[src/rtl/tnwc_pkg.sv]
`default_nettype none
package tnwc_pkg;
	localparam int COORD_WIDTH_DEF = 32;
	localparam int FRAC_BITS_DEF   = 16;
	localparam int CW = COORD_WIDTH_DEF;

	typedef struct packed {
		logic signed [CW-1:0] in_x;
		logic signed [CW-1:0] in_y;
		logic signed [CW-1:0] in_z;
		logic signed [CW-1:0] in_w;
	} vin_t;

	typedef struct packed {
		logic signed [CW-1:0] out_x;
		logic signed [CW-1:0] out_y;
		logic signed [CW-1:0] out_z;
		logic signed [CW-1:0] out_w;
		logic                 end_of_triangle;
		logic                 last_of_run;
	} vout_t;

	// classified triangle handed from the front to the back
	typedef struct packed {
		logic [2:0]           bad;
		logic signed [CW-1:0] thr;
		logic [11:0][CW-1:0]  c;
	} tri_t;
endpackage
`default_nettype wire

[src/rtl/tnwc_front.sv]
`default_nettype none
module tnwc_front import tnwc_pkg::*; (
	input  wire logic                 clk,
	input  wire logic                 arst_n,
	input  wire logic                 push,
	output logic                      full,
	input  wire vin_t                 din,
	input  wire logic signed [CW-1:0] thr,
	output logic                      tri_valid,
	input  wire logic                 tri_ready,
	output tri_t                      tri_out
);
	logic [1:0] cnt_q;
	logic [CW-1:0] held_q [8];
	logic [2:0] bad;
	logic [11:0][CW-1:0] c;
	logic acc;

	// hold the queue toward the back: one triangle slot
	logic vq_q;
	tri_t tq_q;

	assign full = (cnt_q == 2'd2) && vq_q && !tri_ready;
	assign acc  = push && !full;

	always_comb begin
		for (int i = 0; i < 8; i++) c[i] = held_q[i];
		c[8]  = din.in_x;
		c[9]  = din.in_y;
		c[10] = din.in_z;
		c[11] = din.in_w;
		for (int i = 0; i < 3; i++) bad[i] = $signed(c[i*4+3]) <= thr;
	end

	always_ff @(posedge clk) begin
		if (acc && cnt_q != 2'd2) begin
			held_q[{cnt_q[0], 2'd0}] <= din.in_x;
			held_q[{cnt_q[0], 2'd1}] <= din.in_y;
			held_q[{cnt_q[0], 2'd2}] <= din.in_z;
			held_q[{cnt_q[0], 2'd3}] <= din.in_w;
		end
		if (acc && cnt_q == 2'd2) begin
			tq_q.bad <= bad;
			tq_q.thr <= thr;
			tq_q.c   <= c;
		end
	end

	always_ff @(posedge clk or negedge arst_n) begin
		if (!arst_n) begin
			cnt_q <= 2'd0;
			vq_q  <= 1'b0;
		end else begin
			// drop fully clipped triangles here
			if (acc && cnt_q == 2'd2 && bad != 3'b111) vq_q <= 1'b1;
			else if (tri_valid && tri_ready) vq_q <= 1'b0;
			if (acc) begin
				if (cnt_q == 2'd2) cnt_q <= 2'd0;
				else cnt_q <= cnt_q + 2'd1;
			end
		end
	end

	assign tri_valid = vq_q;
	assign tri_out   = tq_q;
endmodule
`default_nettype wire

[config.mk]
export PLATFORM = sky130hd
export DESIGN_NAME = tnwc_front
export DESIGN_NICKNAME = d
export VERILOG_FILES = /design/src/rtl/tnwc_pkg.sv /design/src/rtl/tnwc_front.sv
export SDC_FILE = /design/constraint.sdc
export NUM_CORES = 1
export LEC_CHECK = 0
export BUFFER_PORTS_ARGS = -buffer_cell sky130_fd_sc_hd__buf_2
export CAP_MARGIN = 20
export CORE_AREA = 2 2 229 231
export DETAILED_ROUTE_END_ITERATION = 12
export DIE_AREA = 0 0 231 233
export PLACE_DENSITY = 0.73
export SLEW_MARGIN = 20
export SYNTH_ARGS = -nofsm -noshare
export SYNTH_HDL_FRONTEND = slang
export SYNTH_SLANG_ARGS = --single-unit
export TNS_END_PERCENT = 30
[constraint.sdc]
create_clock -name clk -period 72.6 [get_ports clk]
set_input_delay 7.26 -clock clk [delete_from_list [all_inputs] [get_ports clk]]
set_output_delay 7.26 -clock clk [all_outputs]
set_load 0.01 [all_outputs]
# Word-level counts from Yosys, hierarchy flattened
# Memory sizes are Yosys's and may differ from the RTL's. A register that Yosys moved wholly into a read port is not among the register bits.
# Index checks and enable logic that the tools add are counted.
# word_totals
regBits,230
mem_bits_rw,256
inputBits,164
memories,1
# op_classes
n_addsub,1
magnitude_cmp,3
eq_ne,3
muxes,5
n_reduce_logical,10
# mem_list
memory,words,width,rd,rd_clocked_by_memory_dff,wr,line_no,source
held_q,8,32,8,6,4,tnwc_front.sv:14,logic [CW-1:0] held_q [8];
# op_table
operator,n
$le 32x32->1,3
$logic_and 1x1->1,7
$mux 1,4
$ne 3x3->1 const B,1
$add 2x1->2 const B,1
$eq 2x2->1 const B,1
$logic_not 1->1,2
$mux 2,1
$ne 2x2->1 const B,1
$reduce_bool 2->1,1

# Logic depth before layout (Yosys ltp)
# Gate-level depths: netlist of run 1.
# depth
depth_word,8
depth_mapped,10
depth_no_buf,10

# Worst setup path before layout of run 1
# OpenSTA, ideal clock, no wires.
# synth_timing
path_kind,input -> register
from,input port push
to,register tri_out[0] (netlist name)
setup_ns,2.376
arrival_time_ns,49.962
slack_ns,20.263
path_stages,2
n_path_buf,0
path_cell_list,inv_1 -> nor4b_1
# synth_via
elab_chain_len,2
# synth_lines
element,line_no,source
"start, declared",tnwc_front.sv:5,"input wire logic push,"
$logic_and 1x1->1,tnwc_front.sv:24,assign acc = push && !full;
$logic_and 1x1->1,tnwc_front.sv:42,if (acc && cnt_q == 2'd2) begin
# No other way between the ends.
# A chain may end at the register's enable or synchronous reset.

# Worst setup path in the final report of run 1
# layout_timing
from,input port tri_ready
to,output port full
# layout_via
elab_chain_len,2
# layout_lines
element,line_no,source
"start, declared",tnwc_front.sv:10,"input wire logic tri_ready,"
$logic_not 1->1,tnwc_front.sv:23,assign full = (cnt_q == 2'd2) && vq_q && !tri_ready;
$logic_and 1x1->1,tnwc_front.sv:23,
"end, declared",tnwc_front.sv:6,"output logic full,"
# No other way between the ends.

==> results.md, run 1 <==
- Status: completed
- N_diodes: 0
- Crit path DAT: 7.93 ns
- Pre-Repair DR Iteration Count: 5
- Skew final: 0.0269 ns
- Post-Route WL: 51.6 mm
- DRC Markers: 0
- Power Dens Cells: 35.0 mW/mm²
- Least-Margin Pin Slew: just over 1 ns
- Commonest non-fill, non-tap cell in the layout: edfxtp_1
- Ys flop type: edfxtp_1
- DRT antenna net count: 0
- Fin Setup TNS: 0 ns
- First-pass GRT wire length: 74.3 mm
- Die width: around 230 µm
- Setup violations, final: 0
- Setup WS pre-CTS: 57.42 ns
- Max Clk Rate: 65.8 MHz
- Final setup margin: 57.41 ns
- Setup bufs post-CTS: 0
- Gp weighted congestion: 0.819
- Area delta synth->final: 26.0%
- Layout cells sized above 1: 0.412
- Post-layout net count: between 1500 and 2000
- CTS clk-pin slew, worst paths: around 0.06 ns
- Via/cell ratio: 4.92
- Net Count, Synth: 1228
- Pleak: 0.0109 µW
- CTS Hold Bufs: 0
- Clk buf depth: 3
- Worst Setup End Kind: output port
- Post-route cell area: between 0.02 and 0.03 mm²
- Post-synth ARST share: 0.00442
- CTS tree: built
- Worst min-delay path class: register to register
- Via count: 11600
- Largest net degree at the start of global routing: between 150 and 200
- Overflow after GRT: 0
- Syn Inst Count: 968
- Starting density of the core: 0.443
- Die ar.: between 0.05 and 0.06 mm²
- Final max-slew violation count: 0
- Critical R2R Launch: tri_valid
- Req. time, crit path: 65.34 ns
- Syn Std Cell Area: about 0.023 mm²
- DRT iter0 DRCs: 875
- Clock sinks: 678
- Average cell area after synthesis: 23.4 µm²
- Placed cell areas: 0.0265 mm²
- DIE HEIGHT: 233 µm
- Initial antenna violation count: 2
- Startpoint types: input pin
- Hold_sp: held_q[6][10]
- RSZ-0062 raised after global routing: no
- Period utilisation layout: 0.209
- Fillcell total: 3900
- Critical path origin: tri_ready
- Sequential fraction of the synthesis area: 0.898
- VDD IR-drop max: 0.0000225 V
- Setup Crit Path Kind: input pin to output port
- Fin crit period: 15.19 ns
- Core ar.: a little over 0.05 mm²
- H-tree Lvls: 3
- CTS buffer count: 67
- Final HPWL DP: ~36 mm
- Crit-path max FO: 4
- Clk Latency, worst-skew pair: 0.60 ns
- Wire per inst: 21.9 µm
- Total of max-cap violations: 0
- Root buf cell: clkbuf_16
- Library cells used by synthesis: 43
- Vias in the first global route: 11800
- Synth warnings: 0
- Fin. Hold Viols: 0
- Max-Slew Margin vs Limit: 0.318
- All-Layer GR Usage: 0.190
- Post-synth EDFFs: 675
- Number of synthesized register bits: 678
- Most frequent cells in the layout: 675 x edfxtp_1, 584 x buf_2, 96 x ha_1
- Row count: 83
- # IOs: just under 600
- Resized Gates After CTS: 0
- Number of I/O port buffers: 584
[worst max-delay path, cell delays in order]
cell and delay, ns:
buf_2 0.09, and2b_2 0.24, and3b_1 0.18, buf_2 0.16
[report_power, final]
group          total (µW)  internal (µW)  switching, µW
clock network         316            176            140
registers             543            524           19.3
logic                 139           39.6           99.5
total                 999            740            259
[per-stage QoR]
| step | utilization | hold WS (ns) | instances | total power, µW |
|---|---|---|---|---|
| after detailed placement | 0.519 | 0.405 | 2241 | 692 |
| after CTS | 0.558 | 0.401 | 2359 | 1010 |
| after floorplan | - | 0.400 | 968 | 698 |
| final | 0.558 | 0.399 | 2359 | 999 |
| after global placement | 0.519 | 0.400 | 2241 | 686 |
| after global routing | 0.558 | 0.412 | 2359 | 1040 |
[Yosys cell counts, types with 2 or more instances]
| library cell | n | area [µm²] |
|---|---|---|
| a211oi_1 | 6 | 45.0 |
| a21o_1 | 12 | 90.1 |
| a21oi_1 | 32 | 160 |
| a221oi_1 | 2 | 17.5 |
| and4_1 | 5 | 43.8 |
| dfrtp_1 | 3 | 75.1 |
| edfxtp_1 | 675 | 20300 |
| ha_1 | 96 | 1200 |
| inv_1 | 35 | 131 |
| nand2_1 | 22 | 82.6 |
| nand3_1 | 9 | 45.0 |
| nand4_1 | 14 | 87.6 |
| nor2_1 | 10 | 37.5 |
| nor2b_1 | 3 | 18.8 |
| nor3_1 | 4 | 20.0 |
| nor4b_1 | 2 | 17.5 |
| o211ai_1 | 3 | 22.5 |
| o21ai_0 | 8 | 40.0 |
| o21ai_1 | 3 | 15.0 |
[worst paths after layout]
check                                    end  slack, ns  cells past startpoint
worst max-delay path                    full      57.41                      4
worst min-delay path            tri_out[202]       0.40                      0
worst max register to register   tri_out[20]      68.67                      5
worst min register to register  tri_out[202]       0.40                      0
max in group asynchronous           cnt_q[0]      66.01                      1
min in group asynchronous           cnt_q[1]       6.46                      1
[cell families after synthesis]
kind of cell / after synthesis / share of synthesized area
flops: 678 / 0.898
fa+ha+maj: 96 / 0.0530
compound gates: 79 / 0.0224
simple gates: 78 / 0.0194
buf+inv: 35 / 0.00580
xor+xnor: 1 / 0.000387
mux: 1 / 0.000497
[per-layer routing]
metal	share of wire	wire, µm	vias up	global-route usage
li1	-	-	5222	-
met1	0.37	19000	5764	0.221
met2	0.51	26300	526	0.326
met3	0.088	4550	89	0.0570
met4	0.034	1760	2	0.0867
met5	0.00021	11	-	0
[cell type report]
class,count,area [µm²],area share
Timing Repair Buffer,593,3000,0.105
Inverter,35,131,0.00461
Sequential cell,678,20300,0.713
Clock buffer,85,1750,0.0615
Multi-Input combinational cell,255,2180,0.0765
Tap cell,680,851,0.0298
Clock inverter,33,255,0.00895
[registers in the layout, summed over array words and instances, names as in the netlist]
signal / count
held_q: 256
cnt_q: 2
tri_valid: 1
tri_out: 419
Power figures use the tool's default switching activity.
==> run 2: changes to the inputs <==
--- a/config.mk
+++ b/config.mk
@@ -7,10 +7,10 @@
 export LEC_CHECK = 0
 export BUFFER_PORTS_ARGS = -buffer_cell sky130_fd_sc_hd__buf_2
 export CAP_MARGIN = 20
-export CORE_AREA = 2 2 229 231
+export CORE_AREA = 2 2 230 232
 export DETAILED_ROUTE_END_ITERATION = 12
-export DIE_AREA = 0 0 231 233
-export PLACE_DENSITY = 0.73
+export DIE_AREA = 0 0 232 234
+export PLACE_DENSITY = 0.76
 export SLEW_MARGIN = 20
 export SYNTH_ARGS = -nofsm -noshare
 export SYNTH_HDL_FRONTEND = slang
==> constraint.sdc (replaced) <==
create_clock -name clk -period 13 [get_ports clk]
set_input_delay 1.3 -clock clk [delete_from_list [all_inputs] [get_ports clk]]
set_output_delay 1.3 -clock clk [all_outputs]
set_load 0.01 [all_outputs]
==> run 2 against run 1 <==
  * Routed wire length rose by 3.1%
  * Non-clock buffer count fell by 2
  * Critical path depth rose by 1
  * Sequential share of layout area fell by 0.47 points
  * Setup slack got worse by 48 ns
  * Total power rose to 5.7 times the previous value
  * Sequential power rose to 5.6 times the previous value
  * Die area rose by 0.86%
  * First-iteration DRC count fell by 11%
==> results.md, run 2 (synthesis results as in run 1) <==
- Total of max-cap violations: 0 (unchanged)
- Starting density of the core: 0.435 (-0.00793)
- All-Layer GR Usage: 0.190 (+0.000208)
- Via count: 11700 (+1.2%)
- Core ar.: 0.0520 mm² (+1.8%)
- Final HPWL DP: 37.1 mm (+2.1%)
- Clock sinks: 678 (unchanged)
- Die ar.: 0.0543 mm² (+0.86%)
- FF/Latch Area: 0.0203 mm² (unchanged)
- Skew final: 0.0275 ns (+0.000594 ns)
- Row count: 84 (+1.2%)
- Largest net degree at the start of global routing: 180 (+4.0%)
- Overflow after GRT: 0 (unchanged)
- DRT iter0 DRCs: 781 (-11%)
- Most frequent cells in the layout: 675 x edfxtp_1, 584 x buf_2, 96 x ha_1
- Pre-Repair DR Iteration Count: 5 (unchanged)
- Pleak: 0.0110 µW (+0.65%)
- Final setup margin: 9.20 ns (-48.21 ns)
- Layout Cells excl Fill: 2369 (+0.42%)
- Post-layout net count: 1888 (-0.11%)
- RSZ-0062 raised after global routing: no
- # IOs: 585 (unchanged)
- Via/cell ratio: 4.96 (+0.75%)
- Req. time, crit path: 13.20 ns (-52.14 ns)
- Initial antenna violation count: 3 (+1)
- Final max-slew violation count: 0 (unchanged)
- Setup WS pre-CTS: 8.70 ns (-48.72 ns)
- Multi-input gate area: 0.00219 mm² (+0.40%)
- Layout cells sized above 1: 0.416 (+0.00417)
- Max Clk Rate: 263 MHz
- Setup bufs post-CTS: 0 (unchanged)
- Worst Setup End Kind: register
- Wire per inst: 22.5 µm (+2.7%)
- CTS tree: built
- Crit-path max FO: 174 (+170)
- Worst min-delay path class: register to register
- Startpoint types: input pin
- Clk buf depth: 3 (unchanged)
- Number of I/O port buffers: 584 (unchanged)
- Placed Cells: 2247 (+0.27%)
- WL met1: 20.2 mm (+6.3%)
- VDD IR-drop max: 0.000144 V (+540%)
- Least-Margin Pin Slew: 1.21 ns (+0.184 ns)
- Fin. Hold Viols: 0 (unchanged)
- Fillcell total: 3891 (-0.23%)
- DRT antenna net count: 0 (unchanged)
- Vias in the first global route: 11700 (-0.59%)
- Setup Crit Path Kind: input pin to register
- DIE HEIGHT: 234 µm (+0.43%)
- Fin crit period: roughly 3.8 ns
- Area delta synth->final: 26.8%
- H-tree Lvls: 3 (unchanged)
- Power Dens Cells: 199 mW/mm² (+470%)
- Largest register FFs: 419 (unchanged)
- Post-Route WL: 53.3 mm (+3.1%)
- Routed wl met2: 27.8 mm (+5.7%)
- Resized Gates After CTS: 0 (unchanged)
- CTS clk-pin slew, worst paths: 0.06 ns (about the same)
- Commonest non-fill, non-tap cell in the layout: edfxtp_1
- Setup violations, final: 0 (unchanged)
- WL met3: 3.97 mm (-13%)
- First-pass GRT wire length: 75.0 mm (+0.91%)
- CTS buffer count: 67 (unchanged)
- Clk Latency, worst-skew pair: 0.61 ns (about the same)
- Max-Slew Margin vs Limit: 0.196 (-0.122)
- Gp weighted congestion: 0.840 (+2.6%)
- Top sig layer: met5
- Period utilisation layout: 0.293
- Crit path DAT: 4.00 ns (-3.93 ns)
- DRC Markers: 0 (unchanged)
- Die width: 232 µm (+0.43%)
- CTS Hold Bufs: 0 (unchanged)
- Status: completed
- Root buf cell: clkbuf_16
==> run 2: changes by cell type in the layout (fill, tap and decap cells not counted), sizes merged <==
| cell | change |
|---|---|
| clkinv | -2 |
| clkinvlp | +2 |
| clkbuf | -1 |
| diode | +2 |
| bufinv | +4 |
| inv | -1 |
| buf | -2 |
==> run 2: cell type report <==
type                            count  area share
Clock inverter                     36      0.0137
Sequential cell                   678       0.709
Tap cell                          688      0.0300
Clock buffer                       84      0.0621
Inverter                           35     0.00458
Antenna cell                        2    0.000174
Timing Repair Buffer              591       0.105
Multi-Input combinational cell    255      0.0763
==> run 2: per-layer routing <==
layer / global-route usage / vias up
met2: 0.337 / 515
li1: - / 5215
met3: 0.0468 / 85
met1: 0.228 / 5921
met4: 0.0653 / 4
met5: 0 / -
==> run 2: through the flow <==
step / setup TNS [ns] / area, µm² / utilization / hold WS [ns] / power (µW)
finish: 0 / 28700 / 0.552 / 0.405 / 5720
global placement: 0 / 26500 / 0.510 / 0.400 / 3830
floorplan: -912.87 / 22700 / - / 0.400 / 3590
detailed placement: 0 / 26500 / 0.510 / 0.405 / 3870
CTS: 0 / 28700 / 0.552 / 0.399 / 5780
global route: 0 / 28700 / 0.552 / 0.408 / 5930
==> run 2: worst paths after layout <==
kind	startpoint	end	slack (ns)	cells after the start
min reg2reg	held_q[4][21]	tri_out[149]	0.40	0
min	held_q[4][21]	tri_out[149]	0.40	0
max	tri_ready	tri_out[83]	9.20	5
max in group asynchronous	arst_n	cnt_q[1]	12.39	1
max reg2reg	tri_valid	tri_out[83]	9.61	4
min in group asynchronous	arst_n	cnt_q[0]	0.50	1
==> run 2: power by group <==
group / switching [µW] / leakage [µW] / total, µW / internal, µW
combinational: 557 / 0.00364 / 780 / 223
sequential: 114 / 0.00626 / 3040 / 2930
clock: 807 / 0.00105 / 1890 / 1090
total: 1480 / 0.0110 / 5720 / 4240
==> run 2: worst max-delay path, stage by stage <==
cell     delay (ns)
buf_2          0.07
and2b_2        0.24
nor4b_4        0.65
buf_4          0.74
buf_12         0.55
